[src/hdl/atps_pkg.sv]
// Types, tone ROM tables and command codes for the alarm tone sequencer
`default_nettype none

package atps_pkg;

   localparam int unsigned NUM_PATTERNS = 5;
   localparam int unsigned ROM_STEPS    = 20;
   localparam int unsigned ROM_IDX_W    = 5;
   localparam int unsigned HZ_W         = 11;
   localparam int unsigned MS_W         = 10;
   localparam int unsigned STEP_W       = 4;
   localparam int unsigned PAT_W        = 3;
   localparam int unsigned TIMER_W      = 16;

   localparam logic [MS_W-1:0] ELAPSED_MAX = 10'd1023;

   typedef enum logic [1:0] {
      CMD_TICK      = 2'd0,
      CMD_SET_ALARM = 2'd1,
      CMD_STOP      = 2'd2
   } command_type;

   localparam logic [HZ_W-1:0] TONE_HZ [ROM_STEPS] = '{
      11'd0,
      11'd880,  11'd0,
      11'd660,  11'd0,   11'd660,  11'd0,
      11'd1400, 11'd0,
      11'd800,  11'd880,  11'd960,  11'd1040, 11'd1120,
      11'd1200, 11'd1280, 11'd1360, 11'd1440, 11'd1520,
      11'd1600
   };

   localparam logic [MS_W-1:0] TONE_MS [ROM_STEPS] = '{
      10'd1000,
      10'd200, 10'd800,
      10'd150, 10'd100, 10'd150, 10'd700,
      10'd100, 10'd100,
      10'd45, 10'd45, 10'd45, 10'd45, 10'd45,
      10'd45, 10'd45, 10'd45, 10'd45, 10'd45,
      10'd45
   };

   localparam logic [ROM_IDX_W-1:0] PAT_BASE [NUM_PATTERNS] = '{
      5'd0, 5'd1, 5'd3, 5'd7, 5'd9
   };

   localparam logic [STEP_W-1:0] PAT_LEN [NUM_PATTERNS] = '{
      4'd1, 4'd2, 4'd4, 4'd2, 4'd11
   };

   typedef struct packed {
      logic               tone_on;
      logic [TIMER_W-1:0] reload;
      logic [TIMER_W-1:0] compare;
      logic [MS_W-1:0]    duration;
      logic               last;
   } step_info_type;

   typedef struct packed {
      logic               tone_on;
      logic [TIMER_W-1:0] reload_value;
      logic [TIMER_W-1:0] compare_value;
      logic [STEP_W-1:0]  step_number;
      logic [PAT_W-1:0]   pattern_number;
      logic               timer_written;
   } result_type;

endpackage

`default_nettype wire

[src/hdl/atps_chan_if.sv]
// Request and response channel interfaces of the alarm tone sequencer
`default_nettype none

interface atps_req_if;
   logic       valid;
   logic       ready;
   logic [1:0] command;
   logic [2:0] alarm_level;

   modport source (output valid, command, alarm_level, input ready);
   modport sink   (input valid, command, alarm_level, output ready);
endinterface

interface atps_rsp_if;
   logic        valid;
   logic        ready;
   logic        tone_on;
   logic [15:0] reload_value;
   logic [15:0] compare_value;
   logic [3:0]  step_number;
   logic [2:0]  pattern_number;
   logic        timer_written;

   modport source (output valid, tone_on, reload_value, compare_value, step_number,
                   pattern_number, timer_written, input ready);
   modport sink   (input valid, tone_on, reload_value, compare_value, step_number,
                   pattern_number, timer_written, output ready);
endinterface

`default_nettype wire

[src/hdl/atps_rom.sv]
// Tone step ROM with elaboration-time timer reload and compare tables
`default_nettype none

module atps_rom #(
   parameter int unsigned TIMER_CLOCK_HZ = 1000000
) (
   input  wire logic [atps_pkg::PAT_W-1:0]  pattern,
   input  wire logic [atps_pkg::STEP_W-1:0] step,
   output atps_pkg::step_info_type          info
);

   logic [atps_pkg::TIMER_W-1:0] reload_tab  [atps_pkg::ROM_STEPS];
   logic [atps_pkg::TIMER_W-1:0] compare_tab [atps_pkg::ROM_STEPS];

   for (genvar i = 0; i < atps_pkg::ROM_STEPS; i++) begin : g_tab
      if (atps_pkg::TONE_HZ[i] != 0) begin : g_tone
         localparam int unsigned Period = TIMER_CLOCK_HZ / atps_pkg::TONE_HZ[i];
         localparam int unsigned Arr    = (Period == 0) ? 0 : Period - 1;
         localparam int unsigned ArrSat = (Arr > 65535) ? 65535 : Arr;
         assign reload_tab[i]  = 16'(ArrSat);
         assign compare_tab[i] = 16'((ArrSat + 1) / 2);
      end else begin : g_silent
         assign reload_tab[i]  = '0;
         assign compare_tab[i] = '0;
      end
   end

   logic [2:0]                     pat_idx;
   logic [atps_pkg::STEP_W-1:0]    pat_len;
   logic [atps_pkg::STEP_W-1:0]    step_sel;
   logic [atps_pkg::ROM_IDX_W-1:0] rom_idx;

   always_comb begin
      pat_idx  = (pattern inside {[0:4]}) ? pattern : 3'd0;
      pat_len  = atps_pkg::PAT_LEN[pat_idx];
      step_sel = (step < pat_len) ? step : '0;
      rom_idx  = atps_pkg::PAT_BASE[pat_idx] + 5'(step_sel);

      info.tone_on  = (atps_pkg::TONE_HZ[rom_idx] != '0);
      info.reload   = reload_tab[rom_idx];
      info.compare  = compare_tab[rom_idx];
      info.duration = atps_pkg::TONE_MS[rom_idx];
      info.last     = (step_sel == pat_len - 4'd1);
   end

endmodule

`default_nettype wire

[src/hdl/atps_seq.sv]
// Sequencer state and next-step logic for one item per cycle while advance is high
`default_nettype none

module atps_seq #(
   parameter int unsigned TIMER_CLOCK_HZ = 1000000
) (
   input  wire logic                        clock,
   input  wire logic                        reset,
   input  wire logic                        advance,
   input  wire logic [1:0]                  command,
   input  wire logic [2:0]                  alarm_level,
   output atps_pkg::result_type             result
);

   logic [atps_pkg::PAT_W-1:0]   pattern_ff, pattern_in;
   logic [atps_pkg::STEP_W-1:0]  step_ff, step_in;
   logic [atps_pkg::MS_W-1:0]    elapsed_ff, elapsed_in;
   logic [atps_pkg::TIMER_W-1:0] reload_ff, reload_in;
   logic [atps_pkg::TIMER_W-1:0] compare_ff, compare_in;

   atps_pkg::step_info_type cur_info, nxt_info;
   logic [atps_pkg::MS_W-1:0]  elapsed_inc;
   logic [atps_pkg::PAT_W-1:0] new_pattern;
   logic                       load, silence;

   atps_rom #(.TIMER_CLOCK_HZ(TIMER_CLOCK_HZ)) u_rom_cur (
      .pattern (pattern_ff),
      .step    (step_ff),
      .info    (cur_info)
   );

   atps_rom #(.TIMER_CLOCK_HZ(TIMER_CLOCK_HZ)) u_rom_nxt (
      .pattern (pattern_in),
      .step    (step_in),
      .info    (nxt_info)
   );

   always_comb begin
      elapsed_inc = (elapsed_ff == atps_pkg::ELAPSED_MAX) ? elapsed_ff : elapsed_ff + 10'd1;
      new_pattern = (alarm_level inside {[0:4]}) ? alarm_level : 3'd0;
      pattern_in  = pattern_ff;
      step_in     = step_ff;
      elapsed_in  = elapsed_ff;
      load        = 1'b0;
      silence     = 1'b0;
      case (command)
         atps_pkg::CMD_TICK: begin
            elapsed_in = elapsed_inc;
            if (elapsed_inc >= cur_info.duration) begin
               step_in    = cur_info.last ? '0 : step_ff + 4'd1;
               elapsed_in = '0;
               load       = 1'b1;
            end
         end
         atps_pkg::CMD_SET_ALARM: begin
            if (new_pattern != pattern_ff) begin
               pattern_in = new_pattern;
               step_in    = '0;
               elapsed_in = '0;
               load       = 1'b1;
            end
         end
         atps_pkg::CMD_STOP: begin
            pattern_in = '0;
            step_in    = '0;
            silence    = 1'b1;
         end
         default: begin
         end
      endcase
   end

   always_comb begin
      reload_in  = (load && nxt_info.tone_on) ? nxt_info.reload : reload_ff;
      compare_in = silence ? '0 : (load ? nxt_info.compare : compare_ff);

      result.tone_on        = nxt_info.tone_on;
      result.reload_value   = reload_in;
      result.compare_value  = compare_in;
      result.step_number    = step_in;
      result.pattern_number = pattern_in;
      result.timer_written  = load | silence;
   end

   always_ff @(posedge clock) begin
      if (reset) begin
         pattern_ff <= '0;
         step_ff    <= '0;
         elapsed_ff <= '0;
         reload_ff  <= '0;
         compare_ff <= '0;
      end else if (advance) begin
         pattern_ff <= pattern_in;
         step_ff    <= step_in;
         elapsed_ff <= elapsed_in;
         reload_ff  <= reload_in;
         compare_ff <= compare_in;
      end
   end

endmodule

`default_nettype wire

[src/hdl/alarm_tone_pattern_sequencer.sv]
// Top level of the alarm tone pattern sequencer
//
//   channel    dir  handshake      item
//   req_chan   in   valid/ready    command, alarm_level
//   rsp_chan   out  valid/ready    tone_on, reload_value, compare_value,
//                                  step_number, pattern_number, timer_written
//
// One item per cycle sustained while rsp_chan is ready; each item waits in the
// input register and moves into the result register when advance is high.
// The rate is set by the single step update between the two registers.
// Synchronous reset selects the silent pattern at step 0, timer values zero.
// A stalled result holds while one further item waits in the input register.
`default_nettype none

module alarm_tone_pattern_sequencer #(
   parameter int unsigned TIMER_CLOCK_HZ = 1000000
) (
   input wire logic   clock,
   input wire logic   reset,
   atps_req_if.sink   req_chan,
   atps_rsp_if.source rsp_chan
);

   logic       in_valid_ff, in_valid_in;
   logic [1:0] command_ff;
   logic [2:0] alarm_level_ff;
   logic       out_valid_ff, out_valid_in;
   logic       advance, req_take;

   atps_pkg::result_type result, result_ff;

   assign advance        = in_valid_ff && (!out_valid_ff || rsp_chan.ready);
   assign req_chan.ready = !in_valid_ff || advance;
   assign req_take       = req_chan.valid && req_chan.ready;

   always_comb begin
      in_valid_in  = req_take ? 1'b1 : (advance ? 1'b0 : in_valid_ff);
      out_valid_in = advance ? 1'b1 : (rsp_chan.ready ? 1'b0 : out_valid_ff);
   end

   atps_seq #(.TIMER_CLOCK_HZ(TIMER_CLOCK_HZ)) u_seq (
      .clock       (clock),
      .reset       (reset),
      .advance     (advance),
      .command     (command_ff),
      .alarm_level (alarm_level_ff),
      .result      (result)
   );

   always_ff @(posedge clock) begin
      if (reset) begin
         in_valid_ff  <= 1'b0;
         out_valid_ff <= 1'b0;
      end else begin
         in_valid_ff  <= in_valid_in;
         out_valid_ff <= out_valid_in;
      end
   end

   always_ff @(posedge clock) begin
      if (req_take) begin
         command_ff     <= req_chan.command;
         alarm_level_ff <= req_chan.alarm_level;
      end
      if (advance) begin
         result_ff <= result;
      end
   end

   assign rsp_chan.valid          = out_valid_ff;
   assign rsp_chan.tone_on        = result_ff.tone_on;
   assign rsp_chan.reload_value   = result_ff.reload_value;
   assign rsp_chan.compare_value  = result_ff.compare_value;
   assign rsp_chan.step_number    = result_ff.step_number;
   assign rsp_chan.pattern_number = result_ff.pattern_number;
   assign rsp_chan.timer_written  = result_ff.timer_written;

endmodule

`default_nettype wire

[src/flat_wrapper.sv]
// flat-port wrapper written by rule: the top's interface ports become plain ports
module alarm_tone_pattern_sequencer_flat 
#(
   parameter int unsigned TIMER_CLOCK_HZ = 1000000
)
  (clock, reset, req_chan_valid, req_chan_command, req_chan_alarm_level, req_chan_ready, rsp_chan_valid, rsp_chan_tone_on, rsp_chan_reload_value, rsp_chan_compare_value, rsp_chan_step_number, rsp_chan_pattern_number, rsp_chan_timer_written, rsp_chan_ready);
  atps_req_if req_chan_i ();
  atps_rsp_if rsp_chan_i ();
  input wire logic clock;
  input wire logic reset;
  input wire logic [$bits(req_chan_i.valid)-1:0] req_chan_valid;
  input wire logic [$bits(req_chan_i.command)-1:0] req_chan_command;
  input wire logic [$bits(req_chan_i.alarm_level)-1:0] req_chan_alarm_level;
  output wire logic [$bits(req_chan_i.ready)-1:0] req_chan_ready;
  output wire logic [$bits(rsp_chan_i.valid)-1:0] rsp_chan_valid;
  output wire logic [$bits(rsp_chan_i.tone_on)-1:0] rsp_chan_tone_on;
  output wire logic [$bits(rsp_chan_i.reload_value)-1:0] rsp_chan_reload_value;
  output wire logic [$bits(rsp_chan_i.compare_value)-1:0] rsp_chan_compare_value;
  output wire logic [$bits(rsp_chan_i.step_number)-1:0] rsp_chan_step_number;
  output wire logic [$bits(rsp_chan_i.pattern_number)-1:0] rsp_chan_pattern_number;
  output wire logic [$bits(rsp_chan_i.timer_written)-1:0] rsp_chan_timer_written;
  input wire logic [$bits(rsp_chan_i.ready)-1:0] rsp_chan_ready;
  assign req_chan_i.valid = req_chan_valid;
  assign req_chan_i.command = req_chan_command;
  assign req_chan_i.alarm_level = req_chan_alarm_level;
  assign req_chan_ready = req_chan_i.ready;
  assign rsp_chan_valid = rsp_chan_i.valid;
  assign rsp_chan_tone_on = rsp_chan_i.tone_on;
  assign rsp_chan_reload_value = rsp_chan_i.reload_value;
  assign rsp_chan_compare_value = rsp_chan_i.compare_value;
  assign rsp_chan_step_number = rsp_chan_i.step_number;
  assign rsp_chan_pattern_number = rsp_chan_i.pattern_number;
  assign rsp_chan_timer_written = rsp_chan_i.timer_written;
  assign rsp_chan_i.ready = rsp_chan_ready;
  alarm_tone_pattern_sequencer #(.TIMER_CLOCK_HZ(TIMER_CLOCK_HZ)) u_core (.clock(clock), .reset(reset), .req_chan(req_chan_i), .rsp_chan(rsp_chan_i));
endmodule
[config.mk]
export PLATFORM = sky130hd
export DESIGN_NAME = alarm_tone_pattern_sequencer_flat
export DESIGN_NICKNAME = d
export VERILOG_FILES = /design/src/hdl/atps_pkg.sv /design/src/hdl/atps_chan_if.sv /design/src/hdl/atps_rom.sv /design/src/hdl/atps_seq.sv /design/src/hdl/alarm_tone_pattern_sequencer.sv /design/src/flat_wrapper.sv
export SDC_FILE = /design/constraint.sdc
export NUM_CORES = 1
export LEC_CHECK = 0
export BUFFER_PORTS_ARGS = -buffer_cell sky130_fd_sc_hd__buf_4
export CAP_MARGIN = 10
export CORE_MARGIN = 1
export CORE_UTILIZATION = 45
export CTS_BUF_LIST = sky130_fd_sc_hd__clkbuf_4 sky130_fd_sc_hd__clkbuf_8 sky130_fd_sc_hd__clkbuf_16
export DETAILED_ROUTE_END_ITERATION = 6
export GPL_TIMING_DRIVEN = 0
export MAX_ROUTING_LAYER = met4
export PLACE_DENSITY = 0.75
export RECOVER_POWER = 25
export SKIP_LAST_GASP = 1
export SLEW_MARGIN = 20
export SYNTH_ARGS = -nofsm -noshare
export SYNTH_HDL_FRONTEND = slang
export SYNTH_SLANG_ARGS = --single-unit
[constraint.sdc]
create_clock -name clock -period 8.92 [get_ports clock]
set_input_delay 0.892 -clock clock [delete_from_list [all_inputs] [get_ports clock]]
set_output_delay 0.892 -clock clock [all_outputs]
set_load 0.01 [all_outputs]
# After elaboration in Yosys (flattened, before gate mapping)
# Memories as Yosys holds them, arrays and structs flattened.
# Index checks and enable logic that the tools add are counted.
# word_totals
ff_bits	97
memories	8
word_cells	110
mem_bits_ro	1840
input_bits	9
# memory_table
name	words	word_bits	rd	rd_clocked_by_memory_dff	write_ports	line	source
(name not given)	32	16	1	0	0	atps_rom.sv:40	info.reload = reload_tab[rom_idx];
(name not given)	32	16	1	0	0	atps_rom.sv:41	info.compare = compare_tab[rom_idx];
(name not given)	32	11	1	0	0	atps_rom.sv:39	info.tone_on = (atps_pkg::TONE_HZ[rom_idx] != '0);
(name not given)	32	10	1	0	0	atps_rom.sv:42	info.duration = atps_pkg::TONE_MS[rom_idx];
(name not given)	8	5	1	0	0	atps_rom.sv:37	rom_idx = atps_pkg::PAT_BASE[pat_idx] + 5'(step_sel);
(name not given)	8	5	1	0	0	atps_rom.sv:37	
2 more memories	--	--	--	--	--	--	
# op_classes
n_eq_ne	6
n_reduce_logical	16
order_cmp	13
n_bitwise	5
addsub	5
muxes	42
# op_table
operator	count
$mux 16	7
$mux 10	5
$mux 4	9
$mux 11	2
$mux 5	4
$pmux 10 s2	1
$ge 6x6->1 const B	2
$mux 3	4
$not 5->6	2
$pmux 4 s3	1
$reduce_bool 11->1	1
$add 10x1->10 const B	1
$add 5x4->5	2
$eq 10x10->1 const B	1
$ge 10x10->1	1
$ge 3x1->1 const B	3
$le 3x3->1 const B	3
$ge 4x4->1 const B	2
$lt 4x4->1	2
$not 3->4	2
$mux 1	7
$logic_and 1x1->1	6
$pmux 3 s2	1
$reduce_bool 2->1	3
13 further kinds	15

# Longest topological paths before layout
# Gate-level depths: netlist of run 1.
# depth
word_depth	27
mapped_depth	47
depth_no_buf	44

# By module
# Synthesis of run 1 repeated with hierarchy kept, for this count alone.
# hier_totals
hier_cells	874
area_unflattened_um2	7517.2
# by_module_without_submodules
module	n_inst	cells_per_inst	area_per_inst_um2
atps_seq	1	470	3585.9
alarm_tone_pattern_sequencer	1	56	1485.2
atps_rom at u_core.u_seq.u_rom_cur	1	174	1248.7
atps_rom at u_core.u_seq.u_rom_nxt	1	174	1197.4

# Worst setup path after synthesis of run 1
# Ideal clock, no wire load.
# synth_path
kind	flip-flop to flip-flop
startpoint	register u_core.u_seq.pattern_ff[0] (netlist name)
endpoint	register u_core.result_ff (netlist bit u_core.rsp_chan.reload_value[0]) (data pin)
t_required_ps	8660
period_less_slack_ps	8601
slack_ps	319
arrival_time_ps	8341
path_buffers	1
setup_time_ps	260
path_stages_with_launch	39
cell_sequence	dfxtp_1 buf_4 nor2_4 nand2_1 inv_2 a21oi_1 ha_1 o211a_1 a221oi_4 and2_1 ha_1 inv_1 fa_1 inv_1 ha_1 o31a_1 nor3_1 ha_1 [3 not listed] nor3_4 nand3b_1 nand3_1 ha_1 a2111oi_0 o21a_1 a21oi_1 a221o_1 nand2b_1 fa_1 inv_1 ha_1 nor4bb_1 nand2_1 nor4b_1 mux2i_1 nand2_2 mux2_2
# synth_lines
item	line	source
start, declared	atps_seq.sv:15	logic [atps_pkg::PAT_W-1:0] pattern_ff, pattern_in;
start signal, assigned	atps_seq.sv:93	pattern_ff <= pattern_in;
end signal, assigned	alarm_tone_pattern_sequencer.sv:66	result_ff <= result;
end, declared	alarm_tone_pattern_sequencer.sv:30	atps_pkg::result_type result, result_ff;

==> results_tabular.tex, run 1 <==
\begin{tabular}{lr}
\hline
Metric & Value \\
\hline
\multicolumn{2}{l}{\textbf{Run status}} \\
\quad Status & finished, final reports clean \\
\multicolumn{2}{l}{\textbf{Clock network}} \\
\quad Clock tree from TritonCTS & done \\
\quad CTS Sinks & 97 \\
\quad H-Tree Depth & 3 \\
\quad Total CTS buffers & 9 \\
\quad Longest Clk Path Bufs & 2 \\
\quad Clk\_lat worst skew & 0.36 ns \\
\quad Buffer cell driving the clock tree root & clkbuf\_16 \\
\quad Clock edge transition at the registers on the reported setup and hold paths & 0.07 ns \\
\multicolumn{2}{l}{\textbf{Timing}} \\
\quad Min Clock Period, post-route & 8.749 ns \\
\quad Number of setup violations in the final report & 0 \\
\quad Setup repair after global routing missed its margin & true \\
\quad Clock skew & 0.009362 ns \\
\quad Fmax & 114.3 MHz \\
\quad Final clock period utilization by the worst path & 98.08\% \\
\quad Slew Viols, Final & 0 \\
\quad Worst Max-Slew Pin Slew & 0.7667 ns \\
\quad Relative max-transition margin & 48.08\% \\
\quad Count of final hold-check violations & 0 \\
\quad Hold Slack & 0.4534 ns \\
\multicolumn{2}{l}{\textbf{Power and ir drop}} \\
\quad VDD IR max & 0.07725 mV \\
\quad Sw Pwr & 0.3124 mW \\
\quad Net Sw Frac & 28.41\% \\
\quad Relative contribution of combinational cells to total power & 18.2\% \\
\quad Internal power of the cells & 0.7872 mW \\
\quad Clock network fraction of total power & 37.7\% \\
\quad P\_leak & 2.779 nW \\
\quad Overall power consumption & 1.100 mW \\
\quad Total power density per cell area & 157.9 nW/um\^{}2 \\
\quad Sequential group share of total power & 44.1\% \\
\multicolumn{2}{l}{\textbf{Drt}} \\
\quad Number of detailed-routing iterations run before antenna repair & 5 \\
\quad Count of unresolved DRC violations after routing & 0 \\
\quad Post-detailed-route count of antenna-violating nets & 0 \\
\quad Wire length per cell after detailed routing & 16.18 um \\
\quad Via density per instance & 5.737 \\
\quad DR vias & 5060 \\
\quad Routed WL & 14280 um \\
\quad DRT iter0 DRCs & 388 \\
\multicolumn{2}{l}{\textbf{Global route}} \\
\quad Total GRT Usage & 22.70\% \\
\quad Largest net degree at the start of global routing & 34 \\
\quad Vias in the first global route & 4774 \\
\quad Wire length of the first global-routing pass & 22920 um \\
\quad Overall overflow remaining after global route & 0 \\
\quad Initial antenna violation count & 0 \\
\multicolumn{2}{l}{\textbf{Synthesis}} \\
\quad Mean Syn Cell Area & 9.273 um\^{}2 \\
\quad Number of enable-type register cells in the synthesized netlist & 46 \\
\quad Share of synthesized cell area in and, or, nand and nor gates & 22.37\% \\
\quad Library cells used by synthesis & 79 \\
\quad Post-synthesis xor/xnor area fraction & 3.130\% \\
\quad Count of warnings emitted by yosys & 0 \\
\quad Compound-Gate Fraction of Synth Area & 17.38\% \\
\quad Proportion of netlist area held by the largest area contributor & 23.83\% \\
\quad Share of synthesized area spent on multiplexers & 2.137\% \\
\quad Cell taking the most area after synthesis & edfxtp\_1 \\
\quad Most frequent cells after synthesis & nand2\_1 (79), dfxtp\_1 (51), nor2\_1 (48), a21oi\_1 (47), edfxtp\_1 (46) \\
\quad Most common flop cell mapped by yosys & dfxtp\_1 \\
\quad Top-count cell post-synth & nand2\_1 \\
\quad Post-synthesis instance area & 5796 um\^{}2 \\
\quad Adder and majority cell fraction of the synthesized area & 9.542\% \\
\quad Cells taking the most area after synthesis & edfxtp\_1 (24\%), dfxtp\_1 (18\%), ha\_1 (8.9\%), nand2\_1 (5.1\%), a21oi\_1 (4.1\%) \\
\quad Mapped Nets & 677 \\
\quad Main combinational cell family by area after synthesis & simple AND/OR/NAND/NOR gates \\
\quad Instance count of the mapped netlist & 625 \\
\quad Portion of the post-synthesis area used by sequential elements & 41.45\% \\
\quad Async S/R FF share, synth & 0\% \\
\quad Number of synthesized register bits & 97 \\
\multicolumn{2}{l}{\textbf{Final layout}} \\
\quad Filler cell count & 1131 \\
\quad Layout cell share with drive strength beyond 1 & 17.32\% \\
\quad Layout Utilization & 55.40\% \\
\quad Diode count & 0 \\
\quad Nets & 757 \\
\quad Post-route insts no fill & 882 \\
\quad Relative area change from synthesis to final layout & 20.14\% \\
\multicolumn{2}{l}{\textbf{Placement}} \\
\quad Placed insts & 848 \\
\quad Weighted congestion reported at the end of routability-driven placement & 0.9643 \\
\quad Buffers on Ports & 50 \\
\quad Sum of net half-perimeters after detailed placement & 10150 um \\
\multicolumn{2}{l}{\textbf{Setup path}} \\
\quad Sort of element at the start of the critical path & register \\
\quad Worst Path Arrival & 8.86 ns \\
\quad Slowest Stage Delay on Critical Path & 0.63 ns \\
\quad Path type of the worst setup path & reg2reg \\
\quad Crit-path slowest cell & fa\_2 \\
\quad Cell family with the largest share of critical-path delay & adder cells \\
\quad Critical path peak fanout & 10 \\
\quad Type of destination of the critical path & register \\
\quad Req. time, crit path & 9.03 ns \\
\quad Number of buffer and inverter instances along the worst setup path & 6 \\
\quad Most repeated library cell on the critical path & nand2\_1 \\
\multicolumn{2}{l}{\textbf{Die}} \\
\quad Die area & 13340 um\^{}2 \\
\quad Top-level I/O count & 52 \\
\quad Standard cell core area & 12570 um\^{}2 \\
\quad Number of core rows & 41 \\
\quad Vertical extent of the die & 115.5 um \\
\quad Die Wd & 115.5 um \\
\quad Starting Density & 46.11\% \\
\multicolumn{2}{l}{\textbf{Min path}} \\
\quad Kind of path behind the tightest hold check & reg2reg \\
\multicolumn{2}{l}{\textbf{Run}} \\
\quad Max\_cap viols & 0 \\
\hline
\end{tabular}
[sequential cells by signal, summed over array words and instances (netlist names), 2 cells and up]
register,flops
u_core.rsp_chan.step_number,4
u_core.u_seq.step_ff,4
u_core.alarm_level_ff,3
u_core.command_ff,2
u_core.u_seq.elapsed_ff,10
u_core.rsp_chan.reload_value,16
u_core.u_seq.compare_ff,16
u_core.rsp_chan.pattern_number,3
u_core.rsp_chan.compare_value,16
u_core.u_seq.reload_ff,16
u_core.u_seq.pattern_ff,3
[final cells by class]
cell class / instances / area (um^2) / share of cell area, %
Clock buffer: 9 / 225.2 / 3.235
Multi-Input combinational cell: 476 / 3348 / 48.09
Tap cell: 172 / 215.2 / 3.091
Clock inverter: 7 / 100.1 / 1.438
Sequential cell: 97 / 2409 / 34.59
Timing Repair Buffer: 69 / 411.6 / 5.912
Inverter: 26 / 100.1 / 1.438
Buffer: 26 / 153.9 / 2.210
[cell families after synthesis]
logic type / after synthesis
AO/OA/AOI/OAI: 154
XOR/XNOR: 19
adder cells (fa/ha/maj): 43
buffers and inverters: 53
flip-flops: 97
multiplexers: 10
AND/OR/NAND/NOR: 249
[layout by cell type (no fill, tap or decap), types with 4 or more instances in the layout]
cell type / synthesis / final
a22oi_1: 13 / 13
ha_1: 41 / 36
edfxtp_1: 46 / 46
clkbuf_4: 0 / 6
o211ai_1: 4 / 4
nor3_1: 15 / 14
nor2b_1: 11 / 11
xor2_1: 6 / 5
buf_4: 2 / 28
o21ai_1: 6 / 11
nor3b_2: 5 / 5
nor2_1: 48 / 47
and2_1: 21 / 20
a211oi_1: 7 / 5
and3_1: 13 / 13
a21oi_1: 47 / 46
o21ai_0: 30 / 25
nand2b_1: 10 / 9
a21o_1: 5 / 5
dfxtp_1: 51 / 48
nand2_1: 79 / 79
clkbuf_16: 0 / 9
inv_1: 25 / 24
mux2_2: 5 / 5
nand3_1: 14 / 13
clkbuf_1: 15 / 46
ha_4: 0 / 4
a31oi_1: 8 / 8
buf_6: 2 / 6
buf_2: 7 / 6
xnor2_1: 11 / 10
nand4_1: 5 / 5
[power by group through the flow]
stage	Clock (mW)	Sequential [mW]	Combinational [mW]
2_1_floorplan	0	0.500	0.114
3_3_place_gp	0	0.496	0.165
3_5_place_dp	0	0.496	0.171
4_1_cts	0.420	0.485	0.180
5_1_grt	0.440	0.487	0.218
6_report	0.415	0.485	0.200
[worst paths after layout]
kind / slack (ns) / to / cells after the start / start
worst max register to register: 0.17 / u_core.rsp_chan.reload_value[2]$_DFFE_PP_ / 40 / u_core.u_seq.pattern_ff[0]$_SDFFE_PP0P_
worst min-delay path: 0.45 / u_core.u_seq.reload_ff[9]$_SDFFE_PP0P_ / 2 / u_core.u_seq.reload_ff[9]$_SDFFE_PP0P_
worst max-delay path: 0.17 / u_core.rsp_chan.reload_value[2]$_DFFE_PP_ / 40 / u_core.u_seq.pattern_ff[0]$_SDFFE_PP0P_
worst min register to register: 0.45 / u_core.u_seq.reload_ff[9]$_SDFFE_PP0P_ / 2 / u_core.u_seq.reload_ff[9]$_SDFFE_PP0P_
[metal layers]
| metal | GRT usage [%] | vias to the layer above | routed length, um |
|---|---|---|---|
| met1 | 26.95 | 2425 | 6033 |
| li1 | - | 2419 | - |
| met2 | 37.92 | 184 | 7201 |
| met4 | 8.918 | 0 | 304 |
| met5 | - | - | 0 |
| met3 | 4.393 | 32 | 735 |
[through the flow]
step                setup TNS, ns  area [um^2]  setup slack [ns]
floorplan                       0         5796            0.3191
global placement           -28.11         6386           -0.9109
detailed placement         -36.52         6407            -1.078
CTS                             0         6850           0.01773
global route               -3.561         6963           -0.1812
finish                          0         6963            0.1711
[worst register-to-register path: cells and delay by family (launching register included)]
kind / cells / cell delay, ns
AO/OA/AOI/OAI: 9 / 2.27
flip-flops: 1 / 0.36
buffers and inverters: 6 / 0.66
AND/OR/NAND/NOR: 15 / 2.16
adder cells (fa/ha/maj): 8 / 2.53
multiplexers: 2 / 0.53
[timing repair]
item | CTS | global route
gates resized for setup | 16 | 41
hold endpoints to repair | 0 | 0
endpoints found under the setup margin | 52 | 48
gates cloned | 0 | 2
hold buffers | 0 | 0
setup buffers | 7 | 10
pin swaps | 7 | 13
No activity file was read; power rests on OpenSTA's default activity.
==> run 2, diff against run 1 <==
- CORE_UTILIZATION: 45 -> 35
- PLACE_DENSITY: 0.75 -> 0.63
==> results_tabular.tex, run 2 (synthesized netlist as in run 1, its figures left out) <==
\begin{tabular}{lr}
\hline
Metric & Value \\
\hline
\multicolumn{2}{l}{\textbf{Die}} \\
\quad Standard cell core area & 16000 um\^{}2 \\
\quad Die Wd & 130.7 um \\
\quad Vertical extent of the die & 130.7 um \\
\quad Die area & 17080 um\^{}2 \\
\quad Top-level I/O count & 52 \\
\quad Starting Density & 36.22\% \\
\quad Number of core rows & 46 \\
\multicolumn{2}{l}{\textbf{Min path}} \\
\quad Number of instances on the worst hold path & 2 \\
\quad Kind of path behind the tightest hold check & reg2reg \\
\quad Worst Hold End & u\_core.u\_seq.compare\_ff[6]\$\_SDFFE\_PP0P\_ \\
\quad Hold\_sp & u\_core.u\_seq.compare\_ff[6]\$\_SDFFE\_PP0P\_ \\
\multicolumn{2}{l}{\textbf{Final layout}} \\
\quad Layout cell share with drive strength beyond 1 & 15.86\% \\
\quad Area taken by flip-flops and latches & 2405 um\^{}2 \\
\quad Commonest non-fill, non-tap cells in the layout & nand2\_1 (79), dfxtp\_1 (49), clkbuf\_1 (48) \\
\quad Diode count & 0 \\
\quad Nets & 753 \\
\quad Area used by multi-input combinational logic & 3326 um\^{}2 \\
\quad Most common cell after layout, fill and taps aside & nand2\_1 \\
\quad Relative area change from synthesis to final layout & 19.49\% \\
\quad Filler cell count & 1624 \\
\multicolumn{2}{l}{\textbf{Global route}} \\
\quad Vias in the first global route & 4655 \\
\quad Wire length of the first global-routing pass & 23000 um \\
\quad Overall overflow remaining after global route & 0 \\
\quad Total GRT Usage & 17.72\% \\
\quad Initial antenna violation count & 0 \\
\quad Largest net degree at the start of global routing & 51 \\
\multicolumn{2}{l}{\textbf{Power and ir drop}} \\
\quad Total power density per cell area & 155.1 nW/um\^{}2 \\
\quad Internal power of the cells & 0.7606 mW \\
\quad Relative contribution of combinational cells to total power & 18.6\% \\
\quad Clock network fraction of total power & 36.2\% \\
\quad P\_leak & 2.738 nW \\
\quad Sequential group share of total power & 45.2\% \\
\quad Overall power consumption & 1.074 mW \\
\quad VDD IR max & 0.08928 mV \\
\quad Net Sw Frac & 29.20\% \\
\quad Sw Pwr & 0.3137 mW \\
\multicolumn{2}{l}{\textbf{Clock network}} \\
\quad Clock edge transition at the registers on the reported setup and hold paths & 0.07 ns \\
\quad Number of buffers inserted for hold repair after clock tree synthesis & 0 \\
\quad Clk\_lat worst skew & 0.35 ns \\
\quad H-Tree Depth & 3 \\
\quad Total CTS buffers & 9 \\
\quad Longest Clk Path Bufs & 2 \\
\quad Buffer cell driving the clock tree root & clkbuf\_16 \\
\quad Clock tree from TritonCTS & done \\
\quad CTS Sinks & 97 \\
\multicolumn{2}{l}{\textbf{Setup path}} \\
\quad Crit-path slowest cell & fa\_2 \\
\quad Critical path peak fanout & 8 \\
\quad Depth of the most critical reg-to-reg path & 37 \\
\quad Worst Path Arrival & 8.61 ns \\
\quad Req. time, crit path & 9.01 ns \\
\quad Sort of element at the start of the critical path & register \\
\quad Reg-to-reg endpoint & u\_core.rsp\_chan.reload\_value[3]\$\_DFFE\_PP\_ \\
\quad Startpoint of the worst-slack reg-to-reg timing path & u\_core.u\_seq.pattern\_ff[1]\$\_SDFFE\_PP0P\_ \\
\quad Path type of the worst setup path & reg2reg \\
\quad Slowest Stage Delay on Critical Path & 0.57 ns \\
\quad Setup slack, reg-to-reg & 0.40 ns \\
\quad Type of destination of the critical path & register \\
\multicolumn{2}{l}{\textbf{Run status}} \\
\quad Status & finished, final reports clean \\
\multicolumn{2}{l}{\textbf{Timing}} \\
\quad Fmax & 117.4 MHz \\
\quad Final clock period utilization by the worst path & 95.50\% \\
\quad TNS Setup & 0 ns \\
\quad Clock skew & 0.01117 ns \\
\quad Worst Max-Slew Pin Slew & 0.7021 ns \\
\quad Setup repair after global routing missed its margin & true \\
\quad Min Clock Period, post-route & 8.519 ns \\
\quad Slew Viols, Final & 0 \\
\quad Count of final hold-check violations & 0 \\
\quad Number of setup violations in the final report & 0 \\
\quad Relative max-transition margin & 53.19\% \\
\multicolumn{2}{l}{\textbf{Drt}} \\
\quad Wire length per cell after detailed routing & 15.67 um \\
\quad Routed WL & 14450 um \\
\quad DR vias & 4927 \\
\quad Count of unresolved DRC violations after routing & 0 \\
\quad Post-detailed-route count of antenna-violating nets & 0 \\
\quad Number of detailed-routing iterations run before antenna repair & 5 \\
\quad DRT iter0 DRCs & 330 \\
\quad Via density per instance & 5.344 \\
\multicolumn{2}{l}{\textbf{Placement}} \\
\quad Buffers on Ports & 50 \\
\quad Sum of net half-perimeters after detailed placement & 10600 um \\
\quad Weighted congestion reported at the end of routability-driven placement & 0.8620 \\
\multicolumn{2}{l}{\textbf{Run}} \\
\quad Max\_cap viols & 0 \\
\hline
\end{tabular}
[run 2: cell types whose count changed in the layout (fill, tap and decap cells not counted), moves of 2 or more]
cell      before  now
mux2_2         5    2
mux2_4         1    4
buf_6          6    4
clkbuf_1      46   48
nand2_2        2    0
[run 2: per-layer routing]
| layer | track usage (%) | wire length, um | vias to the layer above |
|---|---|---|---|
| li1 | - | - | 2408 |
| met1 | 21.16 | 6504 | 2339 |
| met2 | 30.31 | 7007 | 164 |
| met3 | 3.013 | 725 | 16 |
| met4 | 5.680 | 212 | 0 |
| met5 | - | 0 | - |
[run 2: power by group through the flow]
stage                     sequential (mW)  combinational [mW]  clock, mW
after floorplan                     0.500               0.114          0
after global placement              0.496               0.169          0
after detailed placement            0.496               0.173          0
after CTS                           0.485               0.187      0.402
after global routing                0.487               0.217      0.416
final                               0.485               0.200      0.389
[run 2: critical path, delay by kind of cell, from the launching register on]
kind                       cells  cell delay (ns)
DFF                            1             0.41
AOI/OAI and AO/OA              9             1.89
muxes                          2             0.54
and+or+nand+nor               14             2.57
buffers and inverters          4             0.34
adders and majority gates      8             2.52
[run 2: cell type report]
type	count	share of cell area, %
Clock buffer	9	3.252
Multi-Input combinational cell	475	48.02
Sequential cell	97	34.72
Clock inverter	7	1.174
Buffer	26	2.258
Timing Repair Buffer	66	5.257
Tap cell	216	3.902
Inverter	26	1.409
[run 2: worst max-delay path by stage]
stage | startpoint | to | slack (ns) | cells past startpoint
global route | u_core.u_seq.pattern_ff[1]$_SDFFE_PP0P_ | u_core.u_seq.reload_ff[5]$_SDFFE_PP0P_ | -0.02 | 39
finish | u_core.u_seq.pattern_ff[1]$_SDFFE_PP0P_ | u_core.rsp_chan.reload_value[3]$_DFFE_PP_ | 0.40 | 37
global placement | u_core.u_seq.pattern_ff[0]$_SDFFE_PP0P_ | u_core.rsp_chan.reload_value[1]$_DFFE_PP_ | -1.01 | 40
detailed placement | u_core.u_seq.pattern_ff[0]$_SDFFE_PP0P_ | u_core.rsp_chan.reload_value[1]$_DFFE_PP_ | -1.05 | 40
CTS | u_core.u_seq.pattern_ff[0]$_SDFFE_PP0P_ | u_core.rsp_chan.reload_value[0]$_DFFE_PP_ | 0.03 | 39
floorplan | u_core.u_seq.pattern_ff[0]$_SDFFE_PP0P_ | u_core.rsp_chan.reload_value[0]$_DFFE_PP_ | 0.32 | 38
[run 2: per-stage QoR]
stage / cells / setup WS, ns / hold slack [ns] / util [%] / instance area, um^2
after global routing: 922 / -0.02102 / 0.4891 / 43.28 / 6925
final: 922 / 0.4011 / 0.4636 / 43.28 / 6925
after global placement: 891 / -1.009 / 0.4396 / 40.26 / 6441
after detailed placement: 891 / -1.047 / 0.4494 / 40.28 / 6445
after floorplan: 625 / 0.3191 / 0.4286 / - / 5796
after CTS: 915 / 0.03365 / 0.4601 / 43.06 / 6890
[run 2: timing repair]
| action | in CTS | in global routing |
|---|---|---|
| endpoints found under the setup margin | 52 | 49 |
| buffers inserted | 8 | 8 |
| hold endpoints to repair | 0 | 0 |
| resized for setup | 20 | 30 |
| pin swaps | 10 | 10 |
